==> src/rtl/ufp_pkg.sv <==
// Shared types and constants of the UART command frame parser.
package ufp_pkg;

  localparam int unsigned BUFFER_BYTES_DEFAULT = 64;
  localparam logic [7:0]  HEADER_RESET         = 8'hAA;
  localparam logic [7:0]  TEXT_MARK            = 8'h24;

  localparam logic [1:0] OP_BYTE    = 2'd0;
  localparam logic [1:0] OP_IDLE    = 2'd1;
  localparam logic [1:0] OP_CONSUME = 2'd2;

  localparam logic [7:0] CMD_RUN        = 8'h01;
  localparam logic [7:0] CMD_HALT       = 8'h02;
  localparam logic [7:0] CMD_SPEED      = 8'h03;
  localparam logic [7:0] CMD_QUERY      = 8'h04;
  localparam logic [7:0] CMD_TOGGLE_DIR = 8'h05;
  localparam logic [7:0] CMD_HELP       = 8'h06;

  localparam logic [2:0] COMMAND_NONE      = 3'd0;
  localparam logic [2:0] COMMAND_SET_SPEED = 3'd3;
  localparam logic [2:0] COMMAND_LAST      = 3'd5;

  typedef enum logic [2:0] {
    ST_POSTED   = 3'd0,
    ST_CHECKSUM = 3'd1,
    ST_HELP     = 3'd2,
    ST_UNKNOWN  = 3'd3,
    ST_REJECTED = 3'd4,
    ST_BUSY     = 3'd5
  } status_t;

  // Hex pair tracker state.
  typedef struct packed {
    logic       held_valid;
    logic [7:0] held_char;
    logic [7:0] acc;
  } hex_state_t;

  // Everything the frame judge looks at when a frame ends.
  typedef struct packed {
    logic       count_ge2;
    logic       count_ge3;
    logic       count_ge5;
    logic [7:0] first_byte;
    logic [7:0] command_byte;
    logic [7:0] param_high;
    logic [7:0] param_low;
    logic [7:0] running_xor;
    logic [7:0] hex_xor;
    logic       pending;
    logic [7:0] header;
  } judge_in_t;

  typedef struct packed {
    status_t     status;
    logic [2:0]  command;
    logic [15:0] param;
    logic [7:0]  checksum;
    logic        post;
  } judge_out_t;

endpackage

==> src/rtl/ufp_hex_tracker.sv <==
// Next-state logic of the hex pair tracker for text frames.
module ufp_hex_tracker (
  input  ufp_pkg::hex_state_t cur,
  input  logic [7:0]          char_in,
  output ufp_pkg::hex_state_t nxt
);

  function automatic logic is_space(input logic [7:0] c);
    return (c == 8'h20) || (c == 8'h09) || (c == 8'h0D) || (c == 8'h0A);
  endfunction

  // Bit 4 set means the character is not a hex digit.
  function automatic logic [4:0] nibble_of(input logic [7:0] c);
    logic [4:0] n;
    n = 5'h10;
    if (c >= 8'h30 && c <= 8'h39) n = {1'b0, c[3:0]};
    else if ((c >= 8'h41 && c <= 8'h46) || (c >= 8'h61 && c <= 8'h66))
      n = {1'b0, c[3:0] + 4'd9};
    return n;
  endfunction

  logic [4:0] hi;
  logic [4:0] lo;
  logic       space;

  assign hi    = nibble_of(cur.held_char);
  assign lo    = nibble_of(char_in);
  assign space = is_space(char_in);

  always_comb begin
    nxt = cur;
    if (!cur.held_valid) begin
      if (!space) begin
        nxt.held_char  = char_in;
        nxt.held_valid = 1'b1;
      end
    end else if (!hi[4] && !lo[4]) begin
      nxt.acc        = cur.acc ^ {hi[3:0], lo[3:0]};
      nxt.held_valid = 1'b0;
      nxt.held_char  = 8'h00;
    end else if (space) begin
      nxt.held_valid = 1'b0;
      nxt.held_char  = 8'h00;
    end else begin
      nxt.held_char = char_in;
    end
  end

endmodule

==> src/rtl/ufp_frame_judge.sv <==
// Decision logic applied when the line goes idle at the end of a frame.
module ufp_frame_judge (
  input  ufp_pkg::judge_in_t  jin,
  output ufp_pkg::judge_out_t jout
);

  always_comb begin
    jout.status   = ufp_pkg::ST_REJECTED;
    jout.command  = ufp_pkg::COMMAND_NONE;
    jout.param    = 16'h0000;
    jout.checksum = 8'h00;
    jout.post     = 1'b0;
    priority if (jin.pending) begin
      jout.status = ufp_pkg::ST_BUSY;
    end else if (jin.count_ge2 && jin.first_byte == ufp_pkg::TEXT_MARK) begin
      jout.status   = ufp_pkg::ST_CHECKSUM;
      jout.checksum = jin.hex_xor;
    end else if (!jin.count_ge3 || jin.running_xor != 8'h00 ||
                 jin.first_byte != jin.header) begin
      jout.status = ufp_pkg::ST_REJECTED;
    end else begin
      unique case (jin.command_byte)
        ufp_pkg::CMD_RUN, ufp_pkg::CMD_HALT, ufp_pkg::CMD_QUERY,
        ufp_pkg::CMD_TOGGLE_DIR: begin
          jout.status  = ufp_pkg::ST_POSTED;
          jout.command = jin.command_byte[2:0];
          jout.post    = 1'b1;
        end
        ufp_pkg::CMD_SPEED: begin
          if (jin.count_ge5) begin
            jout.status  = ufp_pkg::ST_POSTED;
            jout.command = ufp_pkg::COMMAND_SET_SPEED;
            jout.param   = {jin.param_high, jin.param_low};
            jout.post    = 1'b1;
          end
        end
        ufp_pkg::CMD_HELP: begin
          jout.status = ufp_pkg::ST_HELP;
        end
        default: begin
          jout.status = ufp_pkg::ST_UNKNOWN;
        end
      endcase
    end
  end

endmodule

==> src/rtl/uart_command_frame_parser_unit.sv <==
// Top level of the UART command frame parser.
//
// The input channel (in_valid, in_stall, opcode, data_byte) carries one UART
// event per beat: a received byte, a line-idle marker that closes the frame,
// or a consume event from the host that frees the command slot. Opcode 3 is
// accepted and ignored.
// The output channel (out_valid, out_stall, status, command, param,
// checksum) carries at most one result beat per idle marker that closes a
// frame holding data. Bytes, consume events and empty idles give no beat.
// The header register is written through cfg_we and cfg_wdata; the user must
// write it only while the block is idle (not enforced); it resets to 0xAA.
// An accepted beat lands in an input register. When that beat moves on, the
// frame state is updated and any result is loaded into the output register.
// One beat is taken every cycle unless a stalled result holds the pipeline.
// When the receiver stalls a waiting result, the input register stops, and
// in_stall rises once that register also holds a beat, so nothing is lost.
// Synchronous reset clears the frame, the pending command flag and both
// pipeline valid bits.
module uart_command_frame_parser_unit #(
  parameter int unsigned BUFFER_BYTES = ufp_pkg::BUFFER_BYTES_DEFAULT
) (
  input  logic        clk,
  input  logic        rst,
  input  logic        in_valid,
  output logic        in_stall,
  input  logic [1:0]  opcode,
  input  logic [7:0]  data_byte,
  output logic        out_valid,
  input  logic        out_stall,
  output logic [2:0]  status,
  output logic [2:0]  command,
  output logic [15:0] param,
  output logic [7:0]  checksum,
  input  logic        cfg_we,
  input  logic [7:0]  cfg_wdata
);

  localparam int unsigned CW = $clog2(BUFFER_BYTES + 1);

  // Input register.
  logic       s1_valid;
  logic [1:0] s1_op;
  logic [7:0] s1_data;

  // Frame state.
  logic [CW-1:0]       byte_count, byte_count_next;
  logic [7:0]          running_xor, running_xor_next;
  logic [7:0]          first_byte, first_byte_next;
  logic [7:0]          command_byte, command_byte_next;
  logic [7:0]          param_high, param_high_next;
  logic [7:0]          param_low, param_low_next;
  ufp_pkg::hex_state_t hex_state, hex_state_next, hex_tracked;
  logic                command_pending, command_pending_next;
  logic [7:0]          header_byte;

  ufp_pkg::judge_in_t  jin;
  ufp_pkg::judge_out_t jout;

  logic advance;
  logic produce;
  logic s1_take;

  // The pipeline moves whenever the output register is empty or being taken.
  assign advance  = !out_valid || !out_stall;
  assign in_stall = s1_valid && !advance;
  assign s1_take  = s1_valid && advance;

  // The input register refills whenever it is empty or its beat moves on.
  always_ff @(posedge clk) begin
    if (rst) begin
      s1_valid <= 1'b0;
    end else if (!in_stall) begin
      s1_valid <= in_valid;
    end
  end

  always_ff @(posedge clk) begin
    if (in_valid && !in_stall) begin
      s1_op   <= opcode;
      s1_data <= data_byte;
    end
  end

  always_ff @(posedge clk) begin
    if (rst) begin
      header_byte <= ufp_pkg::HEADER_RESET;
    end else if (cfg_we) begin
      header_byte <= cfg_wdata;
    end
  end

  ufp_hex_tracker u_hex (
    .cur     (hex_state),
    .char_in (s1_data),
    .nxt     (hex_tracked)
  );

  always_comb begin
    jin.count_ge2    = byte_count >= CW'(2);
    jin.count_ge3    = byte_count >= CW'(3);
    jin.count_ge5    = byte_count >= CW'(5);
    jin.first_byte   = first_byte;
    jin.command_byte = command_byte;
    jin.param_high   = param_high;
    jin.param_low    = param_low;
    jin.running_xor  = running_xor;
    jin.hex_xor      = hex_state.acc;
    jin.pending      = command_pending;
    jin.header       = header_byte;
  end

  ufp_frame_judge u_judge (
    .jin  (jin),
    .jout (jout)
  );

  always_comb begin
    byte_count_next      = byte_count;
    running_xor_next     = running_xor;
    first_byte_next      = first_byte;
    command_byte_next    = command_byte;
    param_high_next      = param_high;
    param_low_next       = param_low;
    hex_state_next       = hex_state;
    command_pending_next = command_pending;
    produce              = 1'b0;
    if (s1_take) begin
      unique case (s1_op)
        ufp_pkg::OP_BYTE: begin
          if (byte_count == CW'(BUFFER_BYTES)) begin
            // Overflow: the byte is dropped and the frame starts again empty.
            byte_count_next   = '0;
            running_xor_next  = 8'h00;
            first_byte_next   = 8'h00;
            command_byte_next = 8'h00;
            param_high_next   = 8'h00;
            param_low_next    = 8'h00;
            hex_state_next    = '0;
          end else begin
            if (byte_count == CW'(0)) first_byte_next = s1_data;
            if (byte_count == CW'(1)) command_byte_next = s1_data;
            if (byte_count == CW'(2)) param_high_next = s1_data;
            if (byte_count == CW'(3)) param_low_next = s1_data;
            // Hex pairs are scanned from the second byte on.
            if (byte_count != CW'(0)) hex_state_next = hex_tracked;
            running_xor_next = running_xor ^ s1_data;
            byte_count_next  = byte_count + CW'(1);
          end
        end
        ufp_pkg::OP_IDLE: begin
          if (byte_count != CW'(0)) begin
            produce           = 1'b1;
            byte_count_next   = '0;
            running_xor_next  = 8'h00;
            first_byte_next   = 8'h00;
            command_byte_next = 8'h00;
            param_high_next   = 8'h00;
            param_low_next    = 8'h00;
            hex_state_next    = '0;
            if (jout.post) command_pending_next = 1'b1;
          end
        end
        ufp_pkg::OP_CONSUME: begin
          command_pending_next = 1'b0;
        end
        default: begin
        end
      endcase
    end
  end

  always_ff @(posedge clk) begin
    if (rst) begin
      byte_count      <= '0;
      running_xor     <= 8'h00;
      first_byte      <= 8'h00;
      command_byte    <= 8'h00;
      param_high      <= 8'h00;
      param_low       <= 8'h00;
      hex_state       <= '0;
      command_pending <= 1'b0;
    end else begin
      byte_count      <= byte_count_next;
      running_xor     <= running_xor_next;
      first_byte      <= first_byte_next;
      command_byte    <= command_byte_next;
      param_high      <= param_high_next;
      param_low       <= param_low_next;
      hex_state       <= hex_state_next;
      command_pending <= command_pending_next;
    end
  end

  // Output register.
  always_ff @(posedge clk) begin
    if (rst) begin
      out_valid <= 1'b0;
    end else if (advance) begin
      out_valid <= produce;
    end
  end

  always_ff @(posedge clk) begin
    if (produce) begin
      status   <= jout.status;
      command  <= jout.command;
      param    <= jout.param;
      checksum <= jout.checksum;
    end
  end

endmodule

==> config.mk <==
export PLATFORM = sky130hd
export DESIGN_NAME = uart_command_frame_parser_unit
export DESIGN_NICKNAME = d
export VERILOG_FILES = /design/src/rtl/ufp_pkg.sv /design/src/rtl/ufp_hex_tracker.sv /design/src/rtl/ufp_frame_judge.sv /design/src/rtl/uart_command_frame_parser_unit.sv
export SDC_FILE = /design/constraint.sdc
export NUM_CORES = 1
export LEC_CHECK = 0
export BUFFER_PORTS_ARGS = -buffer_cell sky130_fd_sc_hd__buf_2
export CAP_MARGIN = 20
export CORE_MARGIN = 2
export CORE_UTILIZATION = 30
export DETAILED_ROUTE_END_ITERATION = 16
export PLACE_DENSITY = 0.58
export SLEW_MARGIN = 40
export SYNTH_ARGS = -nofsm -noshare
export SYNTH_HDL_FRONTEND = slang
export SYNTH_HIERARCHICAL = 1
export SYNTH_SLANG_ARGS = --single-unit
==> constraint.sdc <==
create_clock -name clk -period 4.4 [get_ports clk]
set_clock_uncertainty 0.15 [all_clocks]
set_input_delay 0.22 -clock clk [delete_from_list [all_inputs] [get_ports clk]]
set_output_delay 0.22 -clock clk [all_outputs]
set_load 0.01 [all_outputs]
==> implementation parameters, run 1 <==
Parameter                              Value

Outcome
  Status    complete, no violations

Worst setup path
  Flop2flop setup slack    1.65 ns
  Crit path arrival time    2.77 ns
  Number of cells traversed by the worst register-to-register path    8
  Element type at the critical path end    flop
  Crit path required time    4.42 ns
  Category of the worst setup path launch point    flop
  Crit Reg-Reg Endpoint    status[2]$_DFFE_PP_
  Timing startpoint of the critical path    byte_count[1]$_SDFFE_PP0P_
  Endpoint of the most critical setup path    status[2]$_DFFE_PP_
  Critical-path maximum fanout    23
  Classification of the worst setup path    reg -> reg
  Crit Reg-Reg Startpoint    byte_count[1]$_SDFFE_PP0P_

Logic synthesis
  Top cell type by total area after synthesis    sky130_fd_sc_hd__dfxtp_1
  Fraction of registers with async set or reset after synthesis    0
  Number of flops mapped to enable cells by yosys    40
  Number of warning messages in the yosys log    6
  Register area share after synthesis    0.4531
  Average footprint of a synthesized cell    10.41 sq um
  Post-synth net total    608
  Fraction of post-synthesis cell area in the top cell type by area    0.2517
  Leading cell types by total area after synthesis    sky130_fd_sc_hd__dfxtp_1 (25%), sky130_fd_sc_hd__edfxtp_1 (20%), sky130_fd_sc_hd__mux2i_1 (6.4%)
  Synthesized flop and latch total    115
  Syn Std Cell Area    5964 sq um
  Distinct cell type count of the synthesized netlist    72
  Synthesized instance count    573
  Top_reg_cell synth    sky130_fd_sc_hd__dfxtp_1

Final layout
  Post-layout net count    674
  Antenna diodes    0
  Area growth from synthesis to layout    20.58%
  Non-Filler Instances    917
  Proportion of layout cells with a drive suffix above 1    0.2270

Timing
  Shortest clock period the worst path allows after layout    2.749 ns
  Final clock period utilization by the worst path    0.6248
  RSZ-0062 raised after global routing    false
  Setup_tns    0 ns
  Hold Fails Final Rpt    0
  Worst hold slack across all endpoints    0.07936 ns
  Setup-violating endpoint count in the final report    0
  Slew at the pin closest to its max-slew limit    0.7534 ns
  Worst slew margin relative to its limit    0.4959
  Number of max-slew violations in the final report    0
  Max frequency    363.7 MHz

Power
  Power after layout    0.002543 W
  Leakage power    2.839 nW
  Max IR drop VDD    142.1 uV
  Cell Pwr Density    353.6 nW/um^2

Clock tree
  Root Driver    sky130_fd_sc_hd__clkbuf_16
  Clock insertion delay at the later pin of the skew report    0.42 ns
  TritonCTS clock tree    done
  Number of H-tree levels    4
  Post-CTS sizing    0
  Cts-stage hold buffer count    20
  Post-CTS Setup Inserts    0
  Max Root-Sink Buffers    2
  Total CTS buffers    17
  Num Clock Sinks    115
  Clock-pin slew reported for the worst setup and hold paths after clock tree synthesis    0.05 ns

Global routing
  Global router's overall resource usage    0.1341
  Gr ovfl total    0
  First-pass GRT wire length    22.69 mm
  Via count of the first global-routing pass    4,423
  Maximum number of pins on one net before global-route repair    44
  Initial antenna violation count    0

Die
  Standard cell core area    19,460 sq um
  Die Outline Area    21,030 sq um
  Die H    145 um
  Site Rows    51
  Initial Utilization    0.3065
  Ports    55
  Die X-Extent    145 um

Routing
  Average detailed-routed wire length per instance    15.11 um
  Final WL    13.86 mm
  Post-detailed-route via-to-cell ratio    4.909
  Number of design rule violations left after detail routing    0
  Count of nets left with antenna violations after detail routing    0
  Total vias in the final route    4,502
  Drt initial violations    260
  First-pass detailed-route iteration total    6

Worst hold path
  Hold path depth    2
  Hold WC Path Type    in -> reg

Job
  Count of maximum capacitance violations    0

Place
  Detailed placer's ending HPWL    9.518 mm
  Gp weighted congestion    0.8436
  Number of port buffers    54
  Count of placed standard cells including taps    864
[cell usage after synthesis, drive strengths merged (3+ instances only)]
cell	instances
or4	4
nand3	46
and2	11
o21a	8
nor3	25
nor2b	13
nor4b	3
nand2b	33
nand2	20
dfxtp	75
nand3b	13
clkbuf	21
ha	12
a21oi	35
and3	7
o32ai	9
buf	13
or3b	3
edfxtp	40
mux2i	38
a211o	5
o21ai	33
a22o	4
nor2	24
nor3b	4
a31oi	4
inv	16
a211oi	4
xor2	16
[routing by layer]
layer | track usage | routed length [um] | part of all wire | up-vias
li1 | - | - | - | 2219
met1 | 0.1650 | 6396 | 0.46 | 2168
met2 | 0.2205 | 6644 | 0.48 | 96
met3 | 0.03774 | 485 | 0.035 | 19
met4 | 0.05594 | 330 | 0.024 | 0
met5 | 0 | 0 | 0 | -
[critical path, stage by stage (launching register included)]
cell                       delay, ns
sky130_fd_sc_hd__dfxtp_1        0.49
sky130_fd_sc_hd__ha_1           0.24
sky130_fd_sc_hd__nor3_1         0.05
sky130_fd_sc_hd__nand3b_1       0.11
sky130_fd_sc_hd__nor4bb_1       0.26
sky130_fd_sc_hd__and4_1         0.21
sky130_fd_sc_hd__buf_4          0.33
sky130_fd_sc_hd__nor2b_1        0.42
sky130_fd_sc_hd__o21ba_2        0.22
[report_power, final]
part	switching, W	internal (W)
logic	0.0000813	0.0000668
registers	0.0000272	0.00112
clock network	0.000469	0.000784
[final cells by class]
class	instances	area, sq um
clock buffers	22	454.2
clock inverters	10	86.33
fillers	1925	12270
inverters	16	60.06
multi-input cells	408	3030
flip-flops and latches	115	2703
well taps	265	331.6
repair buffers	81	526.8
[metrics by stage]
stage,util,setup WS [ns],area [sq um]
4_1_cts,0.3684,1.643,7169
3_3_place_gp,0.3303,1.742,6429
6_report,0.3695,1.651,7192
3_5_place_dp,0.3303,1.654,6429
2_1_floorplan,-,1.637,5964
5_1_grt,0.3695,1.415,7192
[cells by family (layout without fill, tap and decap cells)]
group | after synthesis | count (layout) | share of synthesized area
muxes | 38 | 38 | 0.06377
and+or+nand+nor | 223 | 223 | 0.2389
AOI/OAI and AO/OA | 118 | 118 | 0.1525
xor gates and xnor gates | 17 | 17 | 0.02496
buffers and inverters | 50 | 129 | 0.04153
adders and majority gates | 12 | 12 | 0.02517
DFF | 115 | 115 | 0.4531
[worst min-delay path by stage]
stage	startpoint	end	slack, ns
finish	cfg_we	header_byte[3]$_SDFFE_PP1P_	0.08
floorplan	data_byte[0]	s1_data[0]$_DFFE_PP_	0.17
CTS	cfg_we	header_byte[5]$_SDFFE_PP1P_	0.06
global placement	data_byte[3]	s1_data[3]$_DFFE_PP_	0.25
global route	cfg_we	header_byte[5]$_SDFFE_PP1P_	0.10
detailed placement	data_byte[5]	s1_data[5]$_DFFE_PP_	0.25
[registers in the layout, indices dropped and copies added (netlist names), 3 cells and up]
| register | cells |
|---|---|
| param_low | 8 |
| header_byte | 8 |
| s1_data | 8 |
| byte_count | 7 |
| status | 3 |
| param_high | 8 |
| command_byte | 8 |
| param | 16 |
| command | 3 |
| running_xor | 8 |
| checksum | 8 |
| first_byte | 8 |
| hex_state | 17 |
[cell usage in the layout (no fill, tap or decap), types with 4 or more instances in the layout]
| cell | instances |
|---|---|
| sky130_fd_sc_hd__a31oi_1 | 4 |
| sky130_fd_sc_hd__ha_1 | 12 |
| sky130_fd_sc_hd__o21a_1 | 8 |
| sky130_fd_sc_hd__mux2i_1 | 38 |
| sky130_fd_sc_hd__nor3_2 | 20 |
| sky130_fd_sc_hd__clkinv_2 | 4 |
| sky130_fd_sc_hd__o21ai_0 | 28 |
| sky130_fd_sc_hd__dfxtp_1 | 75 |
| sky130_fd_sc_hd__nor3_1 | 5 |
| sky130_fd_sc_hd__nand3_1 | 46 |
| sky130_fd_sc_hd__a22o_1 | 4 |
| sky130_fd_sc_hd__clkbuf_1 | 4 |
| sky130_fd_sc_hd__and2_1 | 10 |
| sky130_fd_sc_hd__nand2_1 | 20 |
| sky130_fd_sc_hd__buf_2 | 54 |
| sky130_fd_sc_hd__dlygate4sd3_1 | 20 |
| sky130_fd_sc_hd__and3_1 | 7 |
| sky130_fd_sc_hd__buf_4 | 6 |
| sky130_fd_sc_hd__nor2_1 | 23 |
| sky130_fd_sc_hd__clkbuf_16 | 17 |
| sky130_fd_sc_hd__nor2b_1 | 12 |
| sky130_fd_sc_hd__o32ai_2 | 8 |
| sky130_fd_sc_hd__edfxtp_1 | 40 |
| sky130_fd_sc_hd__a21oi_1 | 32 |
| sky130_fd_sc_hd__o21ai_4 | 4 |
| sky130_fd_sc_hd__nand3b_1 | 13 |
| sky130_fd_sc_hd__inv_1 | 16 |
| sky130_fd_sc_hd__xor2_1 | 16 |
| sky130_fd_sc_hd__a211o_1 | 4 |
| sky130_fd_sc_hd__nand2b_1 | 33 |
Note: power is estimated with default switching activity, not from simulation.
==> run 2, diff against run 1 <==
==> constraint.sdc (replaced) <==
create_clock -name clk -period 2.8 [get_ports clk]
set_clock_uncertainty 0.15 [all_clocks]
set_input_delay 0.14 -clock clk [delete_from_list [all_inputs] [get_ports clk]]
set_output_delay 0.14 -clock clk [all_outputs]
set_load 0.01 [all_outputs]
==> run 2 against run 1 <==
  * Setup slack got worse by 1.3 ns
  * Via count decreased by 1.1%
  * Critical path depth increased by 1
  * Combinational power increased by 60%
  * Maximum frequency increased by 11%
  * Global-route usage increased by 0.17 points
  * Total power increased by 72%
  * Wire length increased by 0.89%
  * Hold slack got worse by 0.057 ns
  * Die area unchanged
  * Sequential power increased by 57%
  * Sequential share of layout area decreased by 0.81 points
==> implementation parameters, run 2 (synthesis gave the netlist of run 1 again) <==
Parameter                              Value

Worst setup path
  Number of cells traversed by the worst register-to-register path    9 (was 8)
  Classification of the worst setup path    reg -> reg (unchanged)
  Timing startpoint of the critical path    s1_data[0]$_DFFE_PP_ (was byte_count[1]$_SDFFE_PP0P_)
  Endpoint of the most critical setup path    hex_state[11]$_SDFFE_PP0P_ (was status[2]$_DFFE_PP_)
  Crit Reg-Reg Startpoint    s1_data[0]$_DFFE_PP_ (was byte_count[1]$_SDFFE_PP0P_)
  Critical-path maximum fanout    8 (was 23)
  Crit Reg-Reg Endpoint    hex_state[11]$_SDFFE_PP0P_ (was status[2]$_DFFE_PP_)
  Crit path arrival time    2.65 ns (was 2.77 ns)
  Flop2flop setup slack    0.33 ns (was 1.65 ns)
  Crit path required time    2.98 ns (was 4.42 ns)
  Category of the worst setup path launch point    flop (unchanged)
  Element type at the critical path end    flop (unchanged)

Clock tree
  Max Root-Sink Buffers    2 (unchanged)
  Post-CTS sizing    0 (unchanged)
  Num Clock Sinks    115 (unchanged)
  Clock insertion delay at the later pin of the skew report    0.41 ns (was 0.42 ns)
  Clock-pin slew reported for the worst setup and hold paths after clock tree synthesis    0.06 ns (was 0.05 ns)
  Root Driver    sky130_fd_sc_hd__clkbuf_16 (unchanged)
  TritonCTS clock tree    done (unchanged)
  Total CTS buffers    17 (unchanged)
  Number of H-tree levels    4 (unchanged)

Final layout
  Area growth from synthesis to layout    23.24% (was 20.58%)
  Most common cell after layout, fill and taps aside    sky130_fd_sc_hd__dfxtp_1 (unchanged)
  Filler Cells Inserted    1,893 (was 1,925)
  Antenna diodes    0 (unchanged)
  Proportion of layout cells with a drive suffix above 1    0.2364 (was 0.2270)
  Register containing the most flip-flops in the final layout    hex_state (unchanged)
  Utilization after layout    0.3777 (was 0.3695)
  Commonest cells after routing, fill and taps aside    sky130_fd_sc_hd__dfxtp_1 (75), sky130_fd_sc_hd__buf_2 (54), sky130_fd_sc_hd__nand3_1 (46) (unchanged)
  Non-Filler Instances    925 (was 917)
  Largest registers    hex_state: 17 flops, param: 16 flops (unchanged)
  Largest register FFs    17 (unchanged)
  Post-layout net count    682 (was 674)

Place
  Number of port buffers    54 (unchanged)
  Detailed placer's ending HPWL    9.885 mm (was 9.518 mm)
  Count of placed standard cells including taps    870 (was 864)
  Gp weighted congestion    0.8486 (was 0.8436)
  Dpl ws    0.3344 ns (was 1.654 ns)

Routing
  Total vias in the final route    4,454 (was 4,502)
  Final WL    13.98 mm (was 13.86 mm)
  Drt initial violations    254 (was 260)
  Average detailed-routed wire length per instance    15.11 um (about the same)
  First-pass detailed-route iteration total    4 (was 6)
  Count of nets left with antenna violations after detail routing    0 (unchanged)
  Number of design rule violations left after detail routing    0 (unchanged)
  Post-detailed-route via-to-cell ratio    4.815 (was 4.909)

Timing
  Setup-violating endpoint count in the final report    0 (unchanged)
  Number of max-slew violations in the final report    0 (unchanged)
  RSZ-0062 raised after global routing    false (unchanged)
  Max frequency    404.7 MHz (was 363.7 MHz)
  Final Worst Setup Slack    0.3292 ns (was 1.651 ns)
  Slew at the pin closest to its max-slew limit    0.8049 ns (was 0.7534 ns)
  Shortest clock period the worst path allows after layout    2.471 ns (was 2.749 ns)
  Final clock period utilization by the worst path    0.8824 (was 0.6248)
  Worst slew margin relative to its limit    0.4634 (was 0.4959)
  Worst hold slack across all endpoints    0.02237 ns (was 0.07936 ns)
  Hold Fails Final Rpt    0 (unchanged)
  Setup_tns    0 ns (unchanged)

Job
  Count of maximum capacitance violations    0 (unchanged)

Global routing
  Global router's overall resource usage    0.1358 (was 0.1341)
  Initial antenna violation count    0 (unchanged)
  Gr ovfl total    0 (unchanged)
  Via count of the first global-routing pass    4,561 (was 4,423)
  Maximum number of pins on one net before global-route repair    84 (was 44)
  First-pass GRT wire length    23.32 mm (was 22.69 mm)

Power
  Max IR drop VDD    331.2 uV (was 142.1 uV)
  Cell Pwr Density    594.8 nW/um^2 (was 353.6 nW/um^2)
  Leakage power    2.921 nW (was 2.839 nW)

Worst hold path
  Hold WC Path Type    in -> reg (unchanged)
  Hold path startpoint    cfg_we (unchanged)

Die
  Site Rows    51 (unchanged)
  Die H    145 um (unchanged)
  Standard cell core area    19,460 sq um (unchanged)
  Ports    55 (unchanged)
  Initial Utilization    0.3065 (unchanged)
  Die X-Extent    145 um (unchanged)
  Die Outline Area    21,030 sq um (unchanged)

Outcome
  Status    complete, no violations (unchanged)
-- run 2: changes by cell type in the layout (fill, tap and decap cells not counted) --
| cell | delta |
|---|---|
| sky130_fd_sc_hd__buf_4 | +5 |
| sky130_fd_sc_hd__bufinv_16 | +4 |
| sky130_fd_sc_hd__dlygate4sd3_1 | +3 |
| sky130_fd_sc_hd__clkbuf_1 | -2 |
| sky130_fd_sc_hd__clkbuf_8 | -1 |
| sky130_fd_sc_hd__clkinv_1 | -1 |
| sky130_fd_sc_hd__clkinv_2 | -1 |
| sky130_fd_sc_hd__clkinv_4 | +1 |
| sky130_fd_sc_hd__clkinvlp_4 | -1 |
| sky130_fd_sc_hd__inv_6 | +1 |
| sky130_fd_sc_hd__nand4_2 | +1 |
| sky130_fd_sc_hd__nand4_4 | -1 |
-- run 2: final cells by class --
type                       count  area, sq um  share of cell area
tap                          265        331.6             0.04511
timing repair buffer          89        594.3             0.08085
sequential                   115         2703              0.3677
multi-input combinational    408         3022              0.4111
inverter                      16        60.06            0.008170
clock inverter                13        207.7             0.02826
clock buffer                  19        432.9             0.05889
-- run 2: metrics by stage --
stage / total power [W] / instance area, sq um
finish: 0.004373 / 7351
global route: 0.004517 / 7351
CTS: 0.004410 / 7348
floorplan: 0.001969 / 5964
detailed placement: 0.002039 / 6477
global placement: 0.002030 / 6466
-- run 2: critical path: stages (launching register included) --
cell and delay (ns):
sky130_fd_sc_hd__edfxtp_1 0.54, sky130_fd_sc_hd__inv_1 0.21, sky130_fd_sc_hd__ha_1 0.22, sky130_fd_sc_hd__inv_1 0.05
sky130_fd_sc_hd__o311a_2 0.41, sky130_fd_sc_hd__o21ai_2 0.23, sky130_fd_sc_hd__o21ba_4 0.21, sky130_fd_sc_hd__a22o_1 0.14
sky130_fd_sc_hd__nand3_1 0.06, sky130_fd_sc_hd__a21oi_1 0.17
-- run 2: worst min-delay path by stage --
stage	endpoint	slack, ns	cells after the start
after global placement	s1_data[3]$_DFFE_PP_	0.17	1
final	header_byte[5]$_SDFFE_PP1P_	0.02	2
after floorplan	s1_data[0]$_DFFE_PP_	0.09	0
after global routing	header_byte[4]$_SDFFE_PP0P_	0.03	3
after CTS	header_byte[5]$_SDFFE_PP1P_	0.0003	2
after detailed placement	s1_data[5]$_DFFE_PP_	0.17	1
-- run 2: what timing repair did --
action	in CTS	in global routing
hold endpoints to repair	20	0
hold buffers	23	0
setup buffers	0	0
-- run 2: power by group --
group / leakage [nW] / switching (W) / internal [W]
clock network: 0.311 / 0.000765 / 0.00158
registers: 1.03 / 0.0000388 / 0.00175
logic: 1.58 / 0.000128 / 0.000110
-- run 2: layer usage --
metal	vias up	GRT usage	share of wire	wire length [um]
met4	0	0.04208	0.011	151
met5	-	0	0	0
met2	75	0.2333	0.50	6949
li1	2226	-	-	-
met1	2142	0.1674	0.46	6400
met3	11	0.03396	0.034	478
==> run 3, diff against run 2 <==
--- a/config.mk
+++ b/config.mk
@@ -7,7 +7,7 @@
 export LEC_CHECK = 0
 export BUFFER_PORTS_ARGS = -buffer_cell sky130_fd_sc_hd__buf_2
 export CAP_MARGIN = 20
-export CORE_MARGIN = 2
+export CORE_MARGIN = 8
 export CORE_UTILIZATION = 30
 export DETAILED_ROUTE_END_ITERATION = 16
 export PLACE_DENSITY = 0.58
==> run 3 against run 2 <==
  * Final area up 0.71%
  * Non-clock buffer count up 6
  * Cell count up 0.65%
  * Clock power about the same
  * Maximum frequency up 0.34%
  * Die area up 17%
  * Sequential power about the same
  * Critical endpoint is now hex_state[3]$_SDFFE_PP0P_
==> implementation parameters, run 3 (synthesis gave the netlist of run 1 again) <==
Parameter                              Value

Die
  Die H    157 um (was 145 um)
  Ports    55 (unchanged)
  Die Outline Area    24,650 sq um (was 21,030 sq um)
  Site Rows    51 (unchanged)
  Initial Utilization    0.3065 (unchanged)
  Die X-Extent    157 um (was 145 um)
  Standard cell core area    19,460 sq um (unchanged)

Global routing
  Initial antenna violation count    0 (unchanged)
  Gr ovfl total    0 (unchanged)
  Maximum number of pins on one net before global-route repair    58 (was 84)
  Peak-usage layer in the global routing report    met2 (unchanged)
  Global router's overall resource usage    0.1197 (was 0.1358)
  Global Route met3 Usage    0.03098 (was 0.03396)
  Via count of the first global-routing pass    4,622 (was 4,561)
  First-pass GRT wire length    23.52 mm (was 23.32 mm)
  Grt met1 use    0.1400 (was 0.1674)
  Met2 track demand over resource    0.2059 (was 0.2333)

Job
  Count of maximum capacitance violations    0 (unchanged)

Final layout
  Register containing the most flip-flops in the final layout    hex_state (unchanged)
  Area growth from synthesis to layout    24.12% (was 23.24%)
  Post-layout net count    688 (was 682)
  Utilization after layout    0.3804 (was 0.3777)
  Total non-filler cell area in the finished layout    7403 sq um (was 7351 sq um)
  Largest registers    hex_state: 17 flops, param: 16 flops (unchanged)
  Most common cell after layout, fill and taps aside    sky130_fd_sc_hd__dfxtp_1 (unchanged)
  Proportion of layout cells with a drive suffix above 1    0.2417 (was 0.2364)
  Largest register FFs    17 (unchanged)
  Antenna diodes    0 (unchanged)
  Commonest cells after routing, fill and taps aside    sky130_fd_sc_hd__dfxtp_1 (75), sky130_fd_sc_hd__buf_2 (54), sky130_fd_sc_hd__nand3_1 (46) (unchanged)

Place
  Gp weighted congestion    0.8441 (was 0.8486)
  Number of port buffers    54 (unchanged)
  Placed instance area    6524 sq um (was 6477 sq um)
  Detailed placer's ending HPWL    10.32 mm (was 9.885 mm)

Routing
  Total vias in the final route    4,536 (was 4,454)
  Average detailed-routed wire length per instance    15.51 um (was 15.11 um)
  First-pass detailed-route iteration total    5 (was 4)
  Final WL    14.44 mm (was 13.98 mm)
  Count of nets left with antenna violations after detail routing    0 (unchanged)
  Drt initial violations    219 (was 254)
  Post-detailed-route via-to-cell ratio    4.872 (was 4.815)
  Number of design rule violations left after detail routing    0 (unchanged)

Worst setup path
  Element type at the critical path end    flop (unchanged)
  Ordered cell list for the critical path    inv_1 > ha_1 > inv_1 > o311a_2 > o221ai_2 > a21oi_1 > xor2_1 > nand3_1 > a21oi_1 (was inv_1 > ha_1 > inv_1 > o311a_2 > o21ai_2 > o21ba_4 > a22o_1 > nand3_1 > a21oi_1)
  Classification of the worst setup path    reg -> reg (unchanged)
  Crit path arrival time    2.64 ns (was 2.65 ns)
  Critical-path maximum fanout    8 (unchanged)
  Category of the worst setup path launch point    flop (unchanged)
  Largest stage delay on the critical path    0.53 ns (was 0.54 ns)
  Crit path required time    2.97 ns (was 2.98 ns)
  Slowest cell on crit path    sky130_fd_sc_hd__edfxtp_1 (unchanged)

Timing
  Setup_tns    0 ns (unchanged)
  Number of max-slew violations in the final report    0 (unchanged)
  Max frequency    406.1 MHz (was 404.7 MHz)
  RSZ-0062 raised after global routing    false (unchanged)
  Hold Fails Final Rpt    0 (unchanged)
  Worst slew margin relative to its limit    0.4811 (was 0.4634)
  Final clock period utilization by the worst path    0.8795 (was 0.8824)
  Setup-violating endpoint count in the final report    0 (unchanged)
  Slew at the pin closest to its max-slew limit    0.7768 ns (was 0.8049 ns)
  Shortest clock period the worst path allows after layout    2.463 ns (was 2.471 ns)

Clock tree
  Number of H-tree levels    4 (unchanged)
  Total CTS buffers    17 (unchanged)
  Clock insertion delay at the later pin of the skew report    0.40 ns (was 0.41 ns)
  TritonCTS clock tree    done (unchanged)
  Max Root-Sink Buffers    2 (unchanged)
  Clock-pin slew reported for the worst setup and hold paths after clock tree synthesis    0.06 ns (about the same)
  Num Clock Sinks    115 (unchanged)
  Root Driver    sky130_fd_sc_hd__clkbuf_16 (unchanged)

Outcome
  Status    complete, no violations (unchanged)

Power
  Leakage power    2.940 nW (was 2.921 nW)
  Cell Pwr Density    587.1 nW/um^2 (was 594.8 nW/um^2)
  Max IR drop VDD    354.2 uV (was 331.2 uV)

Worst hold path
  Hold WC Path Type    in -> reg (unchanged)
run 3: cell types whose count changed in the layout (fill, tap and decap cells not counted), moves of 2 or more:
cell,before,now
sky130_fd_sc_hd__inv_6,1,4
sky130_fd_sc_hd__clkinv_2,3,0
sky130_fd_sc_hd__clkbuf_1,2,0
sky130_fd_sc_hd__buf_4,11,16
run 3: report_power, final:
group | leakage [nW] | switching (W) | internal (W)
Combinational | 1.60 | 0.000132 | 0.000114
Clock | 0.306 | 0.000787 | 0.00152
Sequential | 1.03 | 0.0000378 | 0.00175
run 3: what timing repair did:
item                      in CTS  in global routing
setup buffers                  0                  0
gates resized for setup        0                  0
hold buffers                  24                  0
hold endpoints to repair      20                  0
run 3: path summary, 6_finish.rpt:
kind / slack (ns) / startpoint / depth (start not counted) / to
worst max register to register: 0.34 / s1_data[0]$_DFFE_PP_ / 9 / hex_state[3]$_SDFFE_PP0P_
worst min-delay path: 0.02 / cfg_we / 3 / header_byte[2]$_SDFFE_PP0P_
worst min register to register: 0.33 / param_low[0]$_SDFFE_PP0P_ / 2 / param_low[0]$_SDFFE_PP0P_
worst max-delay path: 0.34 / s1_data[0]$_DFFE_PP_ / 9 / hex_state[3]$_SDFFE_PP0P_
run 3: final cells by class:
type | instances | area (sq um)
clock buffers | 18 | 439.2
clock inverters | 14 | 200.2
fillers | 1877 | 12060
inverters | 16 | 60.06
multi-input cells | 408 | 3019
flip-flops and latches | 115 | 2703
well taps | 265 | 331.6
repair buffers | 95 | 650.6
run 3: critical path, delay by kind of cell, from the launching register on:
kind	cells	cell delay [ns]
xor+xnor	1	0.17
flops	1	0.53
simple gates	1	0.10
fa+ha+maj	1	0.22
buf+inv	2	0.26
compound gates	4	0.94
run 3: metrics by stage:
stage / power, W / std cells / setup slack, ns / hold WS (ns)
after floorplan: 0.001969 / 573 / 0.03746 / 0.08887
after global placement: 0.002034 / 874 / 0.3297 / 0.1718
after detailed placement: 0.002043 / 875 / 0.3566 / 0.1712
after CTS: 0.004389 / 931 / 0.3435 / 0.004149
after global routing: 0.004499 / 931 / 0.1400 / 0.03045
final: 0.004347 / 931 / 0.3375 / 0.02382
run 3: layer usage:
metal	share of wire	wire [um]
met3	0.043	623
met5	0	0
met1	0.44	6410
met2	0.50	7207
met4	0.014	196
